$ cat src/hdl/ie_pkg.sv
`default_nettype none

package ie_pkg;

    // Configuration port.
    localparam int CFG_IDX_W  = 1;
    localparam int CFG_DATA_W = 5;

    localparam logic [CFG_IDX_W-1:0] REG_VALUE_COUNT    = 1'd0;
    localparam logic [CFG_IDX_W-1:0] REG_POSITION_COUNT = 1'd1;

    // Register and result field widths.
    localparam int VALUE_COUNT_W    = 5;
    localparam int POSITION_COUNT_W = 4;
    localparam int POSITION_W       = 3;
    localparam int IMAGE_W          = 4;

    typedef enum logic [2:0] {
        ST_IDLE,
        ST_DECIDE,
        ST_LOAD,
        ST_SCAN,
        ST_RELEASE,
        ST_FOUND,
        ST_EMIT
    } ie_state_t;

    typedef enum logic [3:0] {
        OP_NONE,
        OP_START,
        OP_SINGLE,
        OP_LOAD,
        OP_SKIP,
        OP_TAKE,
        OP_BACK,
        OP_EXHAUST,
        OP_RELEASE,
        OP_FOUND,
        OP_EMIT
    } ie_op_t;

    typedef struct packed {
        ie_op_t op;
    } ie_cmd_t;

    typedef struct packed {
        logic finished;
        logic k_zero;
        logic depth_ge_k;
        logic depth_zero;
        logic cand_lt_n;
        logic cand_used;
        logic out_free;
        logic emit_last;
    } ie_status_t;

endpackage

`default_nettype wire

$ cat src/hdl/ie_ctrl.sv
`default_nettype none

module ie_ctrl
    import ie_pkg::*;
(
    input  wire logic       aclk,
    input  wire logic       aresetn,
    input  wire logic       s_valid,
    output logic            s_ready,
    input  wire ie_status_t status,
    output ie_cmd_t         cmd
);

    ie_state_t state_reg;
    ie_state_t state_next;

    always_ff @(posedge aclk) begin
        if (!aresetn) begin
            state_reg <= ST_IDLE;
        end else begin
            state_reg <= state_next;
        end
    end

    always_comb begin
        state_next = state_reg;
        case (state_reg)
            ST_IDLE: begin
                if (s_valid) begin
                    state_next = ST_DECIDE;
                end
            end
            ST_DECIDE: begin
                if (status.finished || status.k_zero) begin
                    if (status.out_free) begin
                        state_next = ST_IDLE;
                    end
                end else begin
                    state_next = ST_LOAD;
                end
            end
            ST_LOAD: begin
                if (status.depth_ge_k) begin
                    state_next = ST_FOUND;
                end else begin
                    state_next = ST_SCAN;
                end
            end
            ST_SCAN: begin
                if (status.cand_lt_n) begin
                    if (!status.cand_used) begin
                        state_next = ST_LOAD;
                    end
                end else if (status.depth_zero) begin
                    // Search space exhausted: report it through the single-word path.
                    state_next = ST_DECIDE;
                end else begin
                    state_next = ST_RELEASE;
                end
            end
            ST_RELEASE: begin
                state_next = ST_LOAD;
            end
            ST_FOUND: begin
                state_next = ST_EMIT;
            end
            ST_EMIT: begin
                if (status.out_free && status.emit_last) begin
                    state_next = ST_IDLE;
                end
            end
            default: begin
                state_next = ST_IDLE;
            end
        endcase
    end

    always_comb begin
        cmd.op  = OP_NONE;
        s_ready = 1'b0;
        case (state_reg)
            ST_IDLE: begin
                s_ready = 1'b1;
                if (s_valid) begin
                    cmd.op = OP_START;
                end
            end
            ST_DECIDE: begin
                if ((status.finished || status.k_zero) && status.out_free) begin
                    cmd.op = OP_SINGLE;
                end
            end
            ST_LOAD: begin
                cmd.op = status.depth_ge_k ? OP_FOUND : OP_LOAD;
            end
            ST_SCAN: begin
                if (status.cand_lt_n) begin
                    cmd.op = status.cand_used ? OP_SKIP : OP_TAKE;
                end else if (status.depth_zero) begin
                    cmd.op = OP_EXHAUST;
                end else begin
                    cmd.op = OP_BACK;
                end
            end
            ST_RELEASE: begin
                cmd.op = OP_RELEASE;
            end
            ST_FOUND: begin
                cmd.op = OP_RELEASE;
            end
            ST_EMIT: begin
                if (status.out_free) begin
                    cmd.op = OP_EMIT;
                end
            end
            default: begin
                cmd.op = OP_NONE;
            end
        endcase
    end

endmodule

`default_nettype wire

$ cat src/hdl/ie_datapath.sv
`default_nettype none

module ie_datapath
    import ie_pkg::*;
#(
    parameter int MAX_VALUES    = 16,
    parameter int MAX_POSITIONS = 8
) (
    input  wire logic                  aclk,
    input  wire logic                  aresetn,
    input  wire logic                  cfg_we,
    input  wire logic [CFG_IDX_W-1:0]  cfg_index,
    input  wire logic [CFG_DATA_W-1:0] cfg_wdata,
    input  wire logic                  s_restart,
    input  wire logic                  m_ready,
    input  wire ie_cmd_t               cmd,
    output ie_status_t                 status,
    output logic                       m_valid,
    output logic                       m_produced,
    output logic [POSITION_W-1:0]      m_position,
    output logic [IMAGE_W-1:0]         m_image,
    output logic                       m_last
);

    localparam int NW = $clog2(MAX_VALUES + 1);
    localparam int VW = (MAX_VALUES > 1) ? $clog2(MAX_VALUES) : 1;
    localparam int DW = $clog2(MAX_POSITIONS + 1);
    localparam int PW = (MAX_POSITIONS > 1) ? $clog2(MAX_POSITIONS) : 1;

    logic [VALUE_COUNT_W-1:0]    vc_reg, vc_next;
    logic [POSITION_COUNT_W-1:0] pc_reg, pc_next;
    logic [VW-1:0]               chosen_reg [MAX_POSITIONS];
    logic [VW-1:0]               chosen_next [MAX_POSITIONS];
    logic [NW-1:0]               ncand_reg [MAX_POSITIONS];
    logic [NW-1:0]               ncand_next [MAX_POSITIONS];
    logic [MAX_VALUES-1:0]       in_use_reg, in_use_next;
    logic [DW-1:0]               depth_reg, depth_next;
    logic [NW-1:0]               cand_reg, cand_next;
    logic [PW-1:0]               oidx_reg, oidx_next;
    logic                        empty_reg, empty_next;
    logic                        fin_reg, fin_next;
    logic                        mvalid_reg, mvalid_next;
    logic                        produced_reg, produced_next;
    logic [POSITION_W-1:0]       position_reg, position_next;
    logic [IMAGE_W-1:0]          image_reg, image_next;
    logic                        last_reg, last_next;

    logic [NW-1:0]               en, en_new;
    logic [DW-1:0]               ek, ek_new;
    logic                        init;
    logic [PW-1:0]               d_idx, nd_idx, rd_idx;
    logic [DW-1:0]               nd;
    logic [VW-1:0]               c_idx, rd_val;
    logic [VW+IMAGE_W-1:0]       img_ext;
    logic [PW+POSITION_W-1:0]    pos_ext;
    logic                        emit_last;

    // Effective sizes clamp the registers to the storage that exists.
    assign en = (32'(vc_reg) > MAX_VALUES) ? NW'(MAX_VALUES) : NW'(vc_reg);
    assign ek = (32'(pc_reg) > MAX_POSITIONS) ? DW'(MAX_POSITIONS) : DW'(pc_reg);
    assign en_new = (32'(vc_next) > MAX_VALUES) ? NW'(MAX_VALUES) : NW'(vc_next);
    assign ek_new = (32'(pc_next) > MAX_POSITIONS) ? DW'(MAX_POSITIONS) : DW'(pc_next);

    assign init    = cfg_we || ((cmd.op == OP_START) && s_restart);
    assign d_idx   = depth_reg[PW-1:0];
    assign nd      = depth_reg + DW'(1);
    assign nd_idx  = nd[PW-1:0];
    assign c_idx   = cand_reg[VW-1:0];
    assign rd_idx  = (cmd.op == OP_EMIT) ? oidx_reg : d_idx;
    assign rd_val  = chosen_reg[rd_idx];
    assign img_ext = {{IMAGE_W{1'b0}}, rd_val};
    assign pos_ext = {{POSITION_W{1'b0}}, oidx_reg};
    assign emit_last = (DW'(oidx_reg) == (ek - DW'(1)));

    always_comb begin
        status.finished   = fin_reg;
        status.k_zero     = (ek == '0);
        status.depth_ge_k = (depth_reg >= ek);
        status.depth_zero = (depth_reg == '0);
        status.cand_lt_n  = (cand_reg < en);
        status.cand_used  = in_use_reg[c_idx];
        status.out_free   = !mvalid_reg || m_ready;
        status.emit_last  = emit_last;
    end

    always_comb begin
        vc_next       = vc_reg;
        pc_next       = pc_reg;
        chosen_next   = chosen_reg;
        ncand_next    = ncand_reg;
        in_use_next   = in_use_reg;
        depth_next    = depth_reg;
        cand_next     = cand_reg;
        oidx_next     = oidx_reg;
        empty_next    = empty_reg;
        fin_next      = fin_reg;
        mvalid_next   = mvalid_reg && !m_ready;
        produced_next = produced_reg;
        position_next = position_reg;
        image_next    = image_reg;
        last_next     = last_reg;

        if (cfg_we) begin
            case (cfg_index)
                REG_VALUE_COUNT: begin
                    vc_next = cfg_wdata[VALUE_COUNT_W-1:0];
                end
                REG_POSITION_COUNT: begin
                    pc_next = cfg_wdata[POSITION_COUNT_W-1:0];
                end
                default: begin
                    vc_next = vc_reg;
                end
            endcase
        end

        case (cmd.op)
            OP_SINGLE: begin
                // Either the exhausted marker or the one empty map for k = 0.
                mvalid_next   = 1'b1;
                produced_next = !fin_reg && !empty_reg;
                position_next = '0;
                image_next    = '0;
                last_next     = 1'b1;
                if (!fin_reg) begin
                    empty_next = 1'b1;
                end
            end
            OP_LOAD: begin
                cand_next = ncand_reg[d_idx];
            end
            OP_SKIP: begin
                cand_next = cand_reg + NW'(1);
            end
            OP_TAKE: begin
                chosen_next[d_idx] = c_idx;
                in_use_next[c_idx] = 1'b1;
                ncand_next[d_idx]  = cand_reg + NW'(1);
                depth_next         = nd;
                if (nd < ek) begin
                    ncand_next[nd_idx] = '0;
                end
            end
            OP_BACK: begin
                ncand_next[d_idx] = '0;
                depth_next        = depth_reg - DW'(1);
            end
            OP_EXHAUST: begin
                ncand_next[d_idx] = '0;
                fin_next          = 1'b1;
            end
            OP_RELEASE: begin
                in_use_next[rd_val] = 1'b0;
            end
            OP_FOUND: begin
                depth_next = ek - DW'(1);
                oidx_next  = '0;
            end
            OP_EMIT: begin
                mvalid_next   = 1'b1;
                produced_next = 1'b1;
                position_next = pos_ext[POSITION_W-1:0];
                image_next    = img_ext[IMAGE_W-1:0];
                last_next     = emit_last;
                oidx_next     = oidx_reg + PW'(1);
            end
            default: begin
                cand_next = cand_reg;
            end
        endcase

        if (init) begin
            for (int i = 0; i < MAX_POSITIONS; i++) begin
                ncand_next[i] = '0;
            end
            in_use_next = '0;
            depth_next  = '0;
            empty_next  = 1'b0;
            fin_next    = (32'(ek_new) > 32'(en_new));
        end
    end

    always_ff @(posedge aclk) begin
        if (!aresetn) begin
            vc_reg     <= '0;
            pc_reg     <= '0;
            for (int i = 0; i < MAX_POSITIONS; i++) begin
                ncand_reg[i] <= '0;
            end
            in_use_reg <= '0;
            depth_reg  <= '0;
            empty_reg  <= 1'b0;
            fin_reg    <= 1'b0;
            mvalid_reg <= 1'b0;
        end else begin
            vc_reg     <= vc_next;
            pc_reg     <= pc_next;
            ncand_reg  <= ncand_next;
            in_use_reg <= in_use_next;
            depth_reg  <= depth_next;
            empty_reg  <= empty_next;
            fin_reg    <= fin_next;
            mvalid_reg <= mvalid_next;
        end
    end

    always_ff @(posedge aclk) begin
        chosen_reg   <= chosen_next;
        cand_reg     <= cand_next;
        oidx_reg     <= oidx_next;
        produced_reg <= produced_next;
        position_reg <= position_next;
        image_reg    <= image_next;
        last_reg     <= last_next;
    end

    assign m_valid    = mvalid_reg;
    assign m_produced = produced_reg;
    assign m_position = position_reg;
    assign m_image    = image_reg;
    assign m_last     = last_reg;

endmodule

`default_nettype wire

$ cat src/hdl/injection_enumerator_top.sv
// Injection enumerator: each request word on the s_ channel returns the next
// injective map from k positions into n values, in lexicographic order.
// Set n (register 0, value_count) and k (register 1, position_count) through
// the cfg_ write port while the block is idle; every write restarts the
// enumeration. A request with s_restart high restarts it before searching.
// A found map leaves on the m_ channel as k words, one per position, with
// m_last on the final one. When no map is left or k exceeds n, the request
// gets one word with m_produced low and m_last high; k = 0 yields the empty
// map once. When the state is already finished, impossible or k = 0, the
// single word is loaded from the decide state that follows acceptance, once
// the output register is free. A map search runs through decide and load,
// then for each level descended a scan that takes a free value and a load;
// values already in use are skipped in the scan, and a level backed out
// passes through scan, release and load. A found state then closes the
// search and the emit state sends the output words. One request is worked
// on at a time; the next is taken from the cycle after its last word is
// loaded into the output register. While the receiver holds m_ready low, the
// block waits before loading the next word until the output register frees.
// Reset clears both registers to zero (n = k = 0) and the search state, and
// drops m_valid.
`default_nettype none

module injection_enumerator_top
    import ie_pkg::*;
#(
    parameter int MAX_VALUES    = 16,
    parameter int MAX_POSITIONS = 8
) (
    input  wire logic                  aclk,
    input  wire logic                  aresetn,
    input  wire logic                  cfg_we,
    input  wire logic [CFG_IDX_W-1:0]  cfg_index,
    input  wire logic [CFG_DATA_W-1:0] cfg_wdata,
    input  wire logic                  s_valid,
    output logic                       s_ready,
    input  wire logic                  s_restart,
    output logic                       m_valid,
    input  wire logic                  m_ready,
    output logic                       m_produced,
    output logic [POSITION_W-1:0]      m_position,
    output logic [IMAGE_W-1:0]         m_image,
    output logic                       m_last
);

    ie_cmd_t    cmd;
    ie_status_t status;

    ie_ctrl u_ctrl (
        .aclk    (aclk),
        .aresetn (aresetn),
        .s_valid (s_valid),
        .s_ready (s_ready),
        .status  (status),
        .cmd     (cmd)
    );

    ie_datapath #(
        .MAX_VALUES    (MAX_VALUES),
        .MAX_POSITIONS (MAX_POSITIONS)
    ) u_datapath (
        .aclk       (aclk),
        .aresetn    (aresetn),
        .cfg_we     (cfg_we),
        .cfg_index  (cfg_index),
        .cfg_wdata  (cfg_wdata),
        .s_restart  (s_restart),
        .m_ready    (m_ready),
        .cmd        (cmd),
        .status     (status),
        .m_valid    (m_valid),
        .m_produced (m_produced),
        .m_position (m_position),
        .m_image    (m_image),
        .m_last     (m_last)
    );

endmodule

`default_nettype wire

$ cat config.mk
export PLATFORM = sky130hd
export DESIGN_NAME = injection_enumerator_top
export DESIGN_NICKNAME = d
export VERILOG_FILES = /design/src/hdl/ie_pkg.sv /design/src/hdl/ie_ctrl.sv /design/src/hdl/ie_datapath.sv /design/src/hdl/injection_enumerator_top.sv
export SDC_FILE = /design/constraint.sdc
export NUM_CORES = 1
export LEC_CHECK = 0
export BUFFER_PORTS_ARGS = -buffer_cell sky130_fd_sc_hd__buf_2
export CORE_AREA = 2 2 96 190
export CTS_BUF_LIST = sky130_fd_sc_hd__clkbuf_8 sky130_fd_sc_hd__clkbuf_16
export DETAILED_ROUTE_END_ITERATION = 10
export DIE_AREA = 0 0 98 192
export PLACE_DENSITY = 0.62
export SLEW_MARGIN = 20
export SYNTH_ARGS = -nofsm -noshare
export SYNTH_HDL_FRONTEND = slang
export SYNTH_HIERARCHICAL = 1
export SYNTH_SLANG_ARGS = --single-unit
export TNS_END_PERCENT = 100
$ cat constraint.sdc
create_clock -name aclk -period 9.65 [get_ports aclk]
set_input_delay 0.965 -clock aclk [delete_from_list [all_inputs] [get_ports aclk]]
set_output_delay 0.965 -clock aclk [all_outputs]
set_load 0.02 [all_outputs]
Word level (Yosys, flattened, before mapping)

Cells that the tools add are included.

Bits in registers: 124
Bits of input ports: 12
Output and inout bits: 11
Word-level logic and storage cells: 177

$add $sub $neg: 5
Order comparisons: 17
Equality and inequality tests: 21
Muxes and demuxes: 60
Bitwise logic cells: 12
Reduce and logical (&&, ||, !) cells: 32

Operators by type and width:

| kind                                                     | count |
|---|---|
| bitwise AND 40 bit                                       | 2 |
| NOT 40 bit                                               | 2 |
| one-hot mux 40 bit (2 select lines)                      | 1 |
| bitwise mux 40 bit                                       | 1 |
| two-way mux 4 bit                                        | 10 |
| two-way mux 40 bit                                       | 1 |
| two-way mux 5 bit                                        | 8 |
| bitwise mux 32 bit                                       | 1 |
| one-hot mux 16 bit (2 select lines)                      | 1 |
| demux 5 bit (select 3 bit)                               | 2 |
| two-way mux 3 bit                                        | 9 |
| one-hot mux 4 bit (6 select lines)                       | 1 |
| one-hot mux 3 bit (7 select lines)                       | 1 |
| bitwise AND 16 bit                                       | 1 |
| == test 4 x 3 -> 1 bit, second input constant            | 4 |
| NOT 16 bit                                               | 1 |
| OR 16 bit                                                | 1 |
| binary-select mux 5 bit (select 3 bit)                   | 1 |
| binary-select mux 4 bit (select 3 bit)                   | 1 |
| demux 4 bit (select 3 bit)                               | 1 |
| == test 4 bit, second input constant                     | 3 |
| greater-or-equal comparator 4 bit, second input constant | 3 |
| NOT 3 -> 4 bit                                           | 3 |
| one-hot mux 3 bit (2 select lines)                       | 2 |
| other kinds (42)                                         | 86 |

Depth between registers and ports, before layout

Word-level depth: 20
Gate-level depth with buffers: 21

Modules after synthesis

The synthesis kept the hierarchy.

Modules (own cells, without submodules):

| module      | instances | cells an instance | area each (um^2) |
|---|---|---|---|
| ie_datapath | 1         | 621               | 6,319.8 |
| ie_ctrl     | 1         | 47                | 327.8 |

Worst setup path after synthesis

No wires, ideal clock.

Path kind: reg2reg
From: register u_datapath.cand_reg[0]
To: register u_datapath/chosen_reg[24] in the netlist's numbering (enable)
Setup time: 0.377 ns
Arrival: 3.563 ns
Required time: 9.273 ns
Setup slack: 5.710 ns
Cell stages (with the launch flop): 12
Buffers on the path: 3
Cells stage by stage: edfxtp_1 > clkbuf_1 > mux4_2 > mux4_2 > nand2_1 > o21ai_0 > a211oi_1 > buf_2 > nor2b_1 > nand2_1 > clkbuf_1 > nor4_1

RTL lines:

| item                   | line               | RTL |
|---|---|---|
| start, declared        | ie_datapath.sv:38  | `logic [NW-1:0] cand_reg, cand_next;` |
| start signal, assigned | ie_datapath.sv:209 | `cand_reg <= cand_next;` |
| end signal, assigned   | ie_datapath.sv:208 | `chosen_reg <= chosen_next;` |
| end, declared          | ie_datapath.sv:32  | `logic [VW-1:0] chosen_reg [MAX_POSITIONS];` |

==> impl_metrics.py <==
metrics = {
    "clocking": {
        "cts_root_buf": "clkbuf_16",
        "h-tree-depth": 4,
        "clock-sinks": 124,
        "clock_path_buffers": 2,
        "cts_tree": "done",
        "clk_latency_ps": 420,
        "clkTransAtPathRegs_ps": 60,
        "cts_setup_buffers": 0,
        "cts_buffers": 17,
        "cts_hold_buf": 0,
        "postCtsResizedCells": 0,
    },
    "setup_path": {
        "reg2reg_depth": 15,
        "cpMaxStageDelayCell": "dfxtp_1",
        "worstSetupEndpointType": "flop",
        "setup.worst_path.start_class": "flop",
        "required_ps": 9910,
        "reg2reg_slack_ps": 4410,
        "path_class": "flop to flop",
        "crit_top_cell": "a21oi_1",
        "slowest_delay_ps": 950,
        "cp.arrival_ps": 5490,
        "crit_fanout": 25,
        "cp_cell_sequence": "ha_1 > a21oi_1 > nor2b_1 > o21ai_0 > nand2b_1 > nor2b_1 > a21oi_1 > a21oi_1 > o22ai_1 > and4bb_4 > mux2i_4 > nand2_1 > a32o_1 > nor3_1 > a41oi_1",
    },
    "power_and_ir_drop": {
        "peakVddDrop_mv": 0.105,
        "p_per_area_mw_per_mm2": 198,
        "totalPowerFinal_mw": 1.49,
        "leakage_nw": 2.73,
    },
    "finish": {
        "final_area_mm2": 0.00751,
        "drive_gt1_frac": 0.136,
        "area_delta_synth_final_pct": 13.0,
        "stdcell_count": 900,
        "fillers": 1658,
        "layout.nets": 715,
        "antenna_cells": 0,
        "largest_reg_flops": 40,
    },
    "timing": {
        "drv_slew": 0,
        "fin_crit_ps": 5240,
        "final_hold_viol_count": 0,
        "fin_crit_sh": 0.543,
        "fin_worst_skew_ps": 8.48,
        "fin_tns_setup_ps": 0,
        "hold_ws_ps": 486,
        "rsz0062_at_grt": "false",
        "finalSetupViolCount": 0,
        "slew_headroom": 0.301,
        "fmax_mhz": 191,
        "worst_slew_pin_slew_ps": 1040,
    },
    "synthesis": {
        "synth.distinct_cells": 69,
        "yosys_warnings": 6,
        "synth-edff-count": 49,
        "synth_nets": 705,
        "ys_ff_latch": 124,
        "synthesis.area_mm2": 0.00665,
        "syn_inst": 668,
        "synthFlopType": "dfxtp_1",
        "ys_seq_area_frac": 0.447,
        "synthArstFlopShare": 0,
        "synth_area_per_cell_um2": 9.95,
    },
    "placed_design": {
        "port-buffer-count": 22,
        "dp_hpwl_mm": 14.1,
        "dp_cells": 869,
        "placed_area_mm2": 0.00686,
        "gp_congestion": 0.913,
    },
    "grt": {
        "grt_pass1_wl_mm": 30.3,
        "grt_pass1_vias": 5513,
        "antenna_found_initial": 0,
        "grt_max_degree": 37,
        "overflow": 0,
        "grt_util_all_layers": 0.211,
    },
    "drt": {
        "dr.pass1.iters": 5,
        "drc": 0,
        "avgRoutedWirePerCell_um": 21.3,
        "drtAntennaViolNets": 0,
        "vias_per_cell": 5.91,
        "drtIter0Drc": 420,
        "routed_wl_mm": 19.2,
        "vias": 5317,
    },
    "floorplanning": {
        "placementRows": 68,
        "die_y_um": 192,
        "die_area_mm2": 0.0188,
        "start_util": 0.385,
        "die_w_um": 98,
        "core-area_mm2": 0.0173,
        "ios": 23,
    },
    "hold_path": {
        "min_path_type": "flop to flop",
        "hold-path-cell-count": 2,
    },
    "outcome": {
        "status": "complete, no violations",
    },
    "flow_run": {
        "drv_cap": 0,
    },
}
[cells in the final DEF, fill, tap and decap left out, types with 3 or more instances in the layout]
| cell type | n |
|---|---|
| a311oi_1 | 5 |
| buf_4 | 6 |
| buf_2 | 22 |
| nor3b_1 | 5 |
| a21o_1 | 6 |
| o21a_1 | 5 |
| o22ai_1 | 5 |
| and3_1 | 4 |
| nor3_1 | 11 |
| nand3b_1 | 8 |
| nor2b_1 | 19 |
| mux2_2 | 5 |
| a41oi_2 | 3 |
| bufinv_16 | 5 |
| and2_1 | 13 |
| nor2_1 | 71 |
| nand2b_1 | 13 |
| ha_1 | 25 |
| nor4_1 | 3 |
| xnor2_1 | 6 |
| edfxtp_1 | 49 |
| a22oi_1 | 3 |
| o21ai_1 | 3 |
| o31ai_1 | 6 |
| clkbuf_16 | 17 |
| mux2i_1 | 54 |
| a221oi_1 | 4 |
| a41oi_1 | 9 |
| clkinvlp_4 | 4 |
| nand3_1 | 12 |
| dfxtp_1 | 75 |
| xor2_1 | 5 |
| a21oi_1 | 41 |
| clkinv_4 | 3 |
| inv_1 | 14 |
| nand2_1 | 66 |
| o21ai_0 | 31 |
| a211oi_1 | 3 |
| a32oi_1 | 4 |
| mux4_2 | 7 |
[Yosys cell counts (8+ instances only)]
cell	instances	area [um2]
inv_1	14	52.6
clkbuf_1	18	67.6
nand2_1	66	248
edfxtp_1	49	1470
nor2b_1	19	119
o21ai_0	31	155
buf_2	8	40.0
and2_1	13	81.3
a21oi_1	41	205
nor3_1	11	55.1
a41oi_1	9	78.8
mux2i_1	54	541
ha_1	25	313
nand2b_1	13	81.3
dfxtp_1	75	1500
nand3_1	12	60.1
nor2_1	71	267
nand3b_1	8	60.1
[layer usage]
metal,part of all wire,routed length (um),up-vias,GRT usage
li1,-,-,2459,-
met1,0.35,6690,2609,0.205
met2,0.55,10500,177,0.398
met3,0.034,645,72,0.0342
met4,0.068,1300,0,0.146
met5,0,0,-,0
[final timing paths]
| check | from | endpoint |
|---|---|---|
| setup / recovery | u_datapath/depth_reg[1]$_SDFFE_PP0P_ | u_datapath/in_use_reg[11]$_SDFFE_PP0P_ |
| hold reg to reg | u_datapath/ncand_reg[4]$_SDFFE_PP0P_ | u_datapath/ncand_reg[4]$_SDFFE_PP0P_ |
| hold / removal | u_datapath/ncand_reg[4]$_SDFFE_PP0P_ | u_datapath/ncand_reg[4]$_SDFFE_PP0P_ |
| setup reg to reg | u_datapath/depth_reg[1]$_SDFFE_PP0P_ | u_datapath/in_use_reg[11]$_SDFFE_PP0P_ |
[critical path, delay by kind of cell, from the launching register on]
kind,cells,cell delay (ps)
adders and majority gates,1,370
muxes,1,610
DFF,1,950
AOI/OAI and AO/OA,7,1730
and+or+nand+nor,6,1400
[layout make-up]
cell class	count	area (um2)	share of cell area
Tap cell	210	263	0.0350
Inverter	16	60.1	0.00800
Clock buffer	17	425	0.0566
Timing Repair Buffer	28	155	0.0207
Sequential cell	124	2970	0.396
Multi-Input combinational cell	491	3410	0.455
Clock inverter	14	220	0.0293
[stage by stage]
| stage | worst slack [ps] | util |
|---|---|---|
| after floorplan | 5710 | - |
| after global placement | 4610 | 0.397 |
| after detailed placement | 4440 | 0.397 |
| after CTS | 4430 | 0.435 |
| after global routing | 3960 | 0.435 |
| final | 4410 | 0.435 |
[kinds of logic (layout without fill, tap and decap cells)]
kind of cell / Yosys count / in the layout / share of synthesized area
buffers and inverters: 53 / 75 / 0.0393
adder cells (fa/ha/maj): 25 / 25 / 0.0471
AO/OA/AOI/OAI: 145 / 145 / 0.152
flip-flops: 124 / 124 / 0.447
XOR/XNOR: 11 / 11 / 0.0145
AND/OR/NAND/NOR: 243 / 243 / 0.184
multiplexers: 67 / 67 / 0.117
[power breakdown]
part	leakage (nW)	internal (mW)	switching [mW]	total (mW)
clock network	0.302	0.458	0.246	0.704
registers	1.05	0.565	0.0245	0.590
logic	1.39	0.0638	0.130	0.194
total	2.73	1.09	0.401	1.49
No activity file was read; power rests on OpenSTA's default activity.
